--- src/rtl/core/heq_pkg.sv ---
// Shared types and constants of the histogram equaliser.
package heq_pkg;

   // Default geometry of the histogram.
   localparam int DEF_LEVELS     = 256;
   localparam int DEF_COUNT_BITS = 22;

   // Fixed widths of the transaction fields.
   localparam int PIXEL_BITS = 8;

   // Largest output grey level; also the scale factor of the map.
   localparam logic [PIXEL_BITS-1:0] OUT_MAX = 8'd255;

   // Depth of the queue between the front and back parts (power of two).
   localparam int QUEUE_DEPTH = 4;

   // Number of quotient bits the divider produces (8 value bits plus overflow).
   localparam int QUOT_BITS = PIXEL_BITS + 1;

   // What a queued transaction asks the back part to do.
   typedef enum logic {
      OP_COUNT = 1'b0,
      OP_MAP   = 1'b1
   } op_type;

   // One classified transaction as it waits in the queue.
   typedef struct packed {
      op_type                op;
      logic                  last;
      logic [PIXEL_BITS-1:0] level;
   } item_type;

endpackage

--- src/rtl/core/heq_req_if.sv ---
// Request channel carrying pixels into the equaliser.
interface heq_req_if import heq_pkg::*; ();

   logic                  valid;
   logic                  ready;
   logic                  action;
   logic [PIXEL_BITS-1:0] pixel;
   logic                  is_last;

   modport source (output valid, output action, output pixel, output is_last, input ready);
   modport sink   (input valid, input action, input pixel, input is_last, output ready);

endinterface

--- src/rtl/core/heq_front.sv ---
// Front part: accepts pixel transactions, classifies them and queues them.
module heq_front import heq_pkg::*; #(
   parameter int LEVELS = DEF_LEVELS
) (
   input  logic      clock,
   input  logic      reset,
   heq_req_if.sink   req,
   output logic      head_valid,
   output item_type  head_item,
   input  logic      pop
);

   localparam int QPB = $clog2(QUEUE_DEPTH);
   localparam logic [PIXEL_BITS-1:0] TOP_LEVEL = PIXEL_BITS'(LEVELS - 1);

   item_type         queue_ff [QUEUE_DEPTH];
   logic [QPB-1:0]   head_ff, head_in;
   logic [QPB-1:0]   tail_ff, tail_in;
   logic [QPB:0]     count_ff, count_in;
   logic             push;
   item_type         new_item;

   // Classify the incoming pixel; levels beyond the top one fold onto it.
   always_comb begin
      new_item.op    = req.action ? OP_MAP : OP_COUNT;
      new_item.last  = req.is_last;
      new_item.level = (req.pixel > TOP_LEVEL) ? TOP_LEVEL : req.pixel;
   end

   assign req.ready  = (count_ff != (QPB + 1)'(QUEUE_DEPTH));
   assign push       = req.valid && req.ready;
   assign head_valid = (count_ff != '0);
   assign head_item  = queue_ff[head_ff];

   // Pointer and occupancy bookkeeping.
   always_comb begin
      head_in  = head_ff;
      tail_in  = tail_ff;
      count_in = count_ff;
      if (push) begin
         tail_in = tail_ff + QPB'(1);
      end
      if (pop) begin
         head_in = head_ff + QPB'(1);
      end
      if (push && !pop) begin
         count_in = count_ff + (QPB + 1)'(1);
      end else if (!push && pop) begin
         count_in = count_ff - (QPB + 1)'(1);
      end
   end

   always_ff @(posedge clock) begin
      if (reset) begin
         head_ff  <= '0;
         tail_ff  <= '0;
         count_ff <= '0;
      end else begin
         head_ff  <= head_in;
         tail_ff  <= tail_in;
         count_ff <= count_in;
      end
   end

   // Queue storage.
   always_ff @(posedge clock) begin
      if (push) begin
         queue_ff[tail_ff] <= new_item;
      end
   end

endmodule

--- src/flat_wrapper.sv ---
// flat-port wrapper written by rule: the top's interface ports become plain ports
module heq_front_flat import heq_pkg::*;
#(
   parameter int LEVELS = DEF_LEVELS
)
  (clock, reset, head_valid, head_item, pop, req_valid, req_action, req_pixel, req_is_last, req_ready);
  heq_req_if req_i ();
  input  logic clock;
  input  logic reset;
  output logic head_valid;
  output item_type head_item;
  input  logic pop;
  input wire logic [$bits(req_i.valid)-1:0] req_valid;
  input wire logic [$bits(req_i.action)-1:0] req_action;
  input wire logic [$bits(req_i.pixel)-1:0] req_pixel;
  input wire logic [$bits(req_i.is_last)-1:0] req_is_last;
  output wire logic [$bits(req_i.ready)-1:0] req_ready;
  assign req_i.valid = req_valid;
  assign req_i.action = req_action;
  assign req_i.pixel = req_pixel;
  assign req_i.is_last = req_is_last;
  assign req_ready = req_i.ready;
  heq_front #(.LEVELS(LEVELS)) u_core (.clock(clock), .reset(reset), .req(req_i), .head_valid(head_valid), .head_item(head_item), .pop(pop));
endmodule
--- config.mk ---
export PLATFORM = sky130hd
export DESIGN_NAME = heq_front_flat
export DESIGN_NICKNAME = d
export VERILOG_FILES = /design/src/rtl/core/heq_pkg.sv /design/src/rtl/core/heq_req_if.sv /design/src/rtl/core/heq_front.sv /design/src/flat_wrapper.sv
export SDC_FILE = /design/constraint.sdc
export NUM_CORES = 1
export LEC_CHECK = 0
export BUFFER_PORTS_ARGS = -buffer_cell sky130_fd_sc_hd__buf_4
export CELL_PAD_IN_SITES_DETAIL_PLACEMENT = 0
export CELL_PAD_IN_SITES_GLOBAL_PLACEMENT = 1
export CORE_MARGIN = 4
export CORE_UTILIZATION = 43
export CTS_CLUSTER_SIZE = 30
export DETAILED_ROUTE_END_ITERATION = 6
export HOLD_SLACK_MARGIN = 0.12
export PLACE_DENSITY = 0.72
export SLEW_MARGIN = 20
export SYNTH_ARGS = -nofsm -noshare
export SYNTH_HDL_FRONTEND = slang
export SYNTH_SLANG_ARGS = --single-unit
--- constraint.sdc ---
create_clock -name clock -period 1.9 [get_ports clock]
set_clock_uncertainty 0.05 [all_clocks]
set_input_delay 0.19 -clock clock [delete_from_list [all_inputs] [get_ports clock]]
set_output_delay 0.19 -clock clock [all_outputs]
set_load 0.03 [all_outputs]
==> results.txt <==
The flow ran to the end, and the final reports show no timing, DRC or antenna violations. The largest total area in the synthesized netlist belongs to sky130_fd_sc_hd__edfxtp_1. Based on the critical path, the design can be clocked at up to 531 MHz. The tools report the net count after synthesis as 120. The number of top-level pins came out at 26.

TritonCTS built the clock tree. Number of antenna violations at the first check in global routing: 0. The detailed placer's ending HPWL is 2130 um.

The filler cell count is 318. The number of failing setup endpoints in the final timing report is 0. The number of hold-slack violations in the final timing report is 0.

The tools report the critical path capture point type as a flip-flop. The worst hold path begins at pop. For the fraction of the core area covered by cells at the end of the flow, the log shows 58.4%. The routed wire length is 3170 um, and the remaining antenna violation count is 0.

After synthesis, the cell types taking the most area are sky130_fd_sc_hd__edfxtp_1, sky130_fd_sc_hd__mux4_2, sky130_fd_sc_hd__dfxtp_1. The routability congestion estimate from global placement is 0.694, and the post-synthesis sequential element count is 49. Setup repair after global routing could not meet its margin everywhere. The run gives 23 as the floorplan row count.

Global routing used 13.2% of the available tracks. The area growth from synthesis to final layout works out to 26.4%. The endpoint identified for the worst register-to-register timing path is u_core.count_ff[2]. The repair_antennas step left the layout with diodes totalling 0. For this run, the post-layout net count is 169. STA puts the critical path data required time at 2.07 ns. Summing the sequential cell areas from Yosys gives 72.2% of the chip area. The post-synthesis instance area is 1910 um^2, and the area enclosed by the die boundary is 5580 um^2.

The run gives 0 as the final count of pins violating max slew. In this run the worst path has a maximum fanout of 4. In the routed design, unresolved DRC markers number 0. The run gives 0 as the total number of yosys warnings. The pre-antenna-repair detailed-routing pass consisted of 4 iterations. The post-synthesis area per instance is 19.1 um^2. The arrival time reported for the critical path endpoint was 2.06 ns; the count of distinct cell types in the synthesized netlist was 22.

The final worst-path cycle share works out to 99.1%. The height of the die is 74.7 um. Tracing the worst setup path back leads to its startpoint at u_core.count_ff[1].

The total overflow left after global routing is 0. The initial DRC count came out at 24. For the synthesized netlist cell count, the log shows 100. The measured slew at the worst slew-check pin came out at 0.519 ns.

The tools report the kind of start point of the critical path as a flip-flop. The maximum number of pins on one net before global-route repair was 15. For this design the static power due to leakage is 0.896 nW. The core region area was 4140 um^2. The startpoint identified for the worst register-to-register timing path is u_core.count_ff[1]. Clock-pin slew was measured on the worst setup and hold paths at 0.08 ns. The post-route minimum period is 1.88 ns, and the headroom to the max-slew limit is 65.4%. For this run, the number of standard cells in the final layout without fillers is 200. The tools report the number of sinks handled by clock tree synthesis as 49. Using the TritonRoute via totals, the vias-per-cell ratio works out to 4.97. The count of buffers from port buffering is 25, and the count of vias placed by the detailed router is 993. For this configuration, the core starts out at a cell density of 46.2%. The class of the tightest hold or removal check was input port to flip-flop.

The largest buffer count on any clock path was 2; the share of final-layout standard cells stronger than drive strength 1 was 39.3%. The H-tree generated during clock tree synthesis spans 2 levels. Of the post-synthesis cell area, the dominant cell type holds 62.8%.

The routed length per placed instance is 15.9 um. The tree is rooted in a sky130_fd_sc_hd__clkbuf_8. The logs give 5200 um for the global-route wire length before repair and 180 for the number of instances in the placed design.

The worst-case IR drop observed on VDD is 0.569 mV. Across all register-to-register paths, the minimum setup slack is 0.02 ns. The via count of the first global-routing pass is 1,098, and the number of cell instances on the worst register-to-register path is 8.

TritonCTS buffer count: 5. The clock reaches the later pin of the worst-skew pair after 0.30 ns. Following the worst setup path forward leads to its endpoint at u_core.count_ff[2].

Power density of the placed cells: 1060 nW/um^2. The tool flagged a number of max-cap violations equal to 0. The die boundary width was 74.7 um. The critical path in this run is classified as flip-flop to flip-flop.
==> how the worst min path moves through the flow <==
stage,slack [ns],cells past startpoint,endpoint
final,0.14,3,u_core.head_ff[0]
after global routing,0.17,3,u_core.head_ff[0]
after CTS,0.13,3,u_core.head_ff[0]
after detailed placement,0.34,1,u_core.queue_ff[0][4]
after global placement,0.34,1,u_core.queue_ff[0][3]
after floorplan,0.24,0,u_core.queue_ff[0][0]
==> worst max-delay path, stage by stage (launching register included) <==
cell and delay (ns):
sky130_fd_sc_hd__dfxtp_4 0.37, sky130_fd_sc_hd__nor2_2 0.05, sky130_fd_sc_hd__a21boi_4 0.13, sky130_fd_sc_hd__ha_2 0.19
sky130_fd_sc_hd__inv_1 0.05, sky130_fd_sc_hd__fa_2 0.33, sky130_fd_sc_hd__xor2_1 0.18, sky130_fd_sc_hd__or3_1 0.32
sky130_fd_sc_hd__a21oi_1 0.13
==> synthesized netlist by cell type <==
master,n
sky130_fd_sc_hd__edfxtp_1,40
sky130_fd_sc_hd__mux4_2,10
sky130_fd_sc_hd__dfxtp_1,9
sky130_fd_sc_hd__nor2_1,7
sky130_fd_sc_hd__ha_1,5
sky130_fd_sc_hd__and2_1,4
sky130_fd_sc_hd__inv_1,4
sky130_fd_sc_hd__xor2_1,3
sky130_fd_sc_hd__mux2i_1,2
sky130_fd_sc_hd__nand2_1,2
sky130_fd_sc_hd__nand2b_1,2
sky130_fd_sc_hd__or3_1,2
sky130_fd_sc_hd__a21boi_4,1
sky130_fd_sc_hd__a21oi_1,1
sky130_fd_sc_hd__buf_6,1
sky130_fd_sc_hd__clkbuf_1,1
sky130_fd_sc_hd__clkbuf_2,1
sky130_fd_sc_hd__fa_1,1
sky130_fd_sc_hd__mux2_4,1
sky130_fd_sc_hd__nor2_2,1
sky130_fd_sc_hd__o21ai_0,1
sky130_fd_sc_hd__xnor2_1,1
==> repair_timing <==
item / 4_1_cts / 5_1_grt
buffers inserted: 1 / 0
resized for setup: 1 / 2
endpoints found under the setup margin: 1 / 2
pin swaps: 1 / 2
hold buffers: 11 / 0
endpoints found under the hold margin: 47 / 0
gates cloned: 0 / 0
==> cell type report <==
cell class / instances / area (um^2) / area share [%]
Clock inverter: 2 / 10.0 / 0.414
Multi-Input combinational cell: 44 / 502 / 20.7
Timing Repair Buffer: 45 / 369 / 15.3
Sequential cell: 49 / 1390 / 57.4
Clock buffer: 6 / 72.6 / 3.00
Tap cell: 50 / 62.6 / 2.59
Inverter: 4 / 15.0 / 0.621
==> metal layers <==
metal | vias to the layer above | global-route usage, % | share of wire, %
met4 | 0 | 5.93 | 2.1
met2 | 25 | 24.7 | 54
met3 | 7 | 4.41 | 5.4
li1 | 473 | - | -
met5 | - | 0 | 0
met1 | 488 | 13.2 | 39
==> where the power goes <==
part,total (mW),internal (mW),switching [mW]
combinational,0.646,0.300,0.346
clock,0.571,0.255,0.315
sequential,1.36,1.29,0.0631
total,2.57,1.85,0.724
==> cells in the final DEF (no fill, tap or decap), drive strengths merged <==
| cell type | Yosys | final |
|---|---|---|
| and2 | 4 | 4 |
| mux2 | 1 | 1 |
| ha | 5 | 5 |
| clkinv | 0 | 2 |
| a21boi | 1 | 1 |
| or3 | 2 | 2 |
| dfxtp | 9 | 9 |
| fa | 1 | 1 |
| inv | 4 | 4 |
| dlygate4sd3 | 0 | 11 |
| clkbuf | 2 | 6 |
| xnor2 | 1 | 1 |
| nor2 | 8 | 8 |
| a21oi | 1 | 1 |
| mux2i | 2 | 2 |
| nand2 | 2 | 2 |
| nand2b | 2 | 2 |
| buf | 1 | 34 |
| mux4 | 10 | 10 |
| o21ai | 1 | 1 |
| xor2 | 3 | 3 |
| edfxtp | 40 | 40 |
==> registers in the layout, indices dropped and copies added, names as in the netlist, named ones only <==
| register | count |
|---|---|
| u_core.count_ff | 3 |
| u_core.head_ff | 2 |
| u_core.queue_ff | 40 |
| u_core.tail_ff | 2 |
==> kinds of logic after synthesis <==
logic type | count (synthesis) | synth area share, %
buffers and inverters | 7 | 1.83
AOI/OAI and AO/OA | 3 | 1.50
xor gates and xnor gates | 4 | 1.83
adders and majority gates | 6 | 4.32
and+or+nand+nor | 18 | 4.71
DFF | 49 | 72.2
muxes | 13 | 13.6
==> stage by stage <==
stage          setup TNS, ns  total power [mW]  instance area (um^2)  worst slack [ns]  hold slack [ns]
4_1_cts                    0              2.61                  2410           0.00778            0.133
6_report                   0              2.57                  2420            0.0171            0.143
2_1_floorplan              0              1.77                  1920           0.00531            0.239
5_1_grt              -0.0851              2.72                  2420           -0.0851            0.165
3_3_place_gp               0              1.99                  2210            0.0995            0.340
3_5_place_dp         -0.0208              2.01                  2210           -0.0208            0.342
Power figures use the tool's default switching activity.
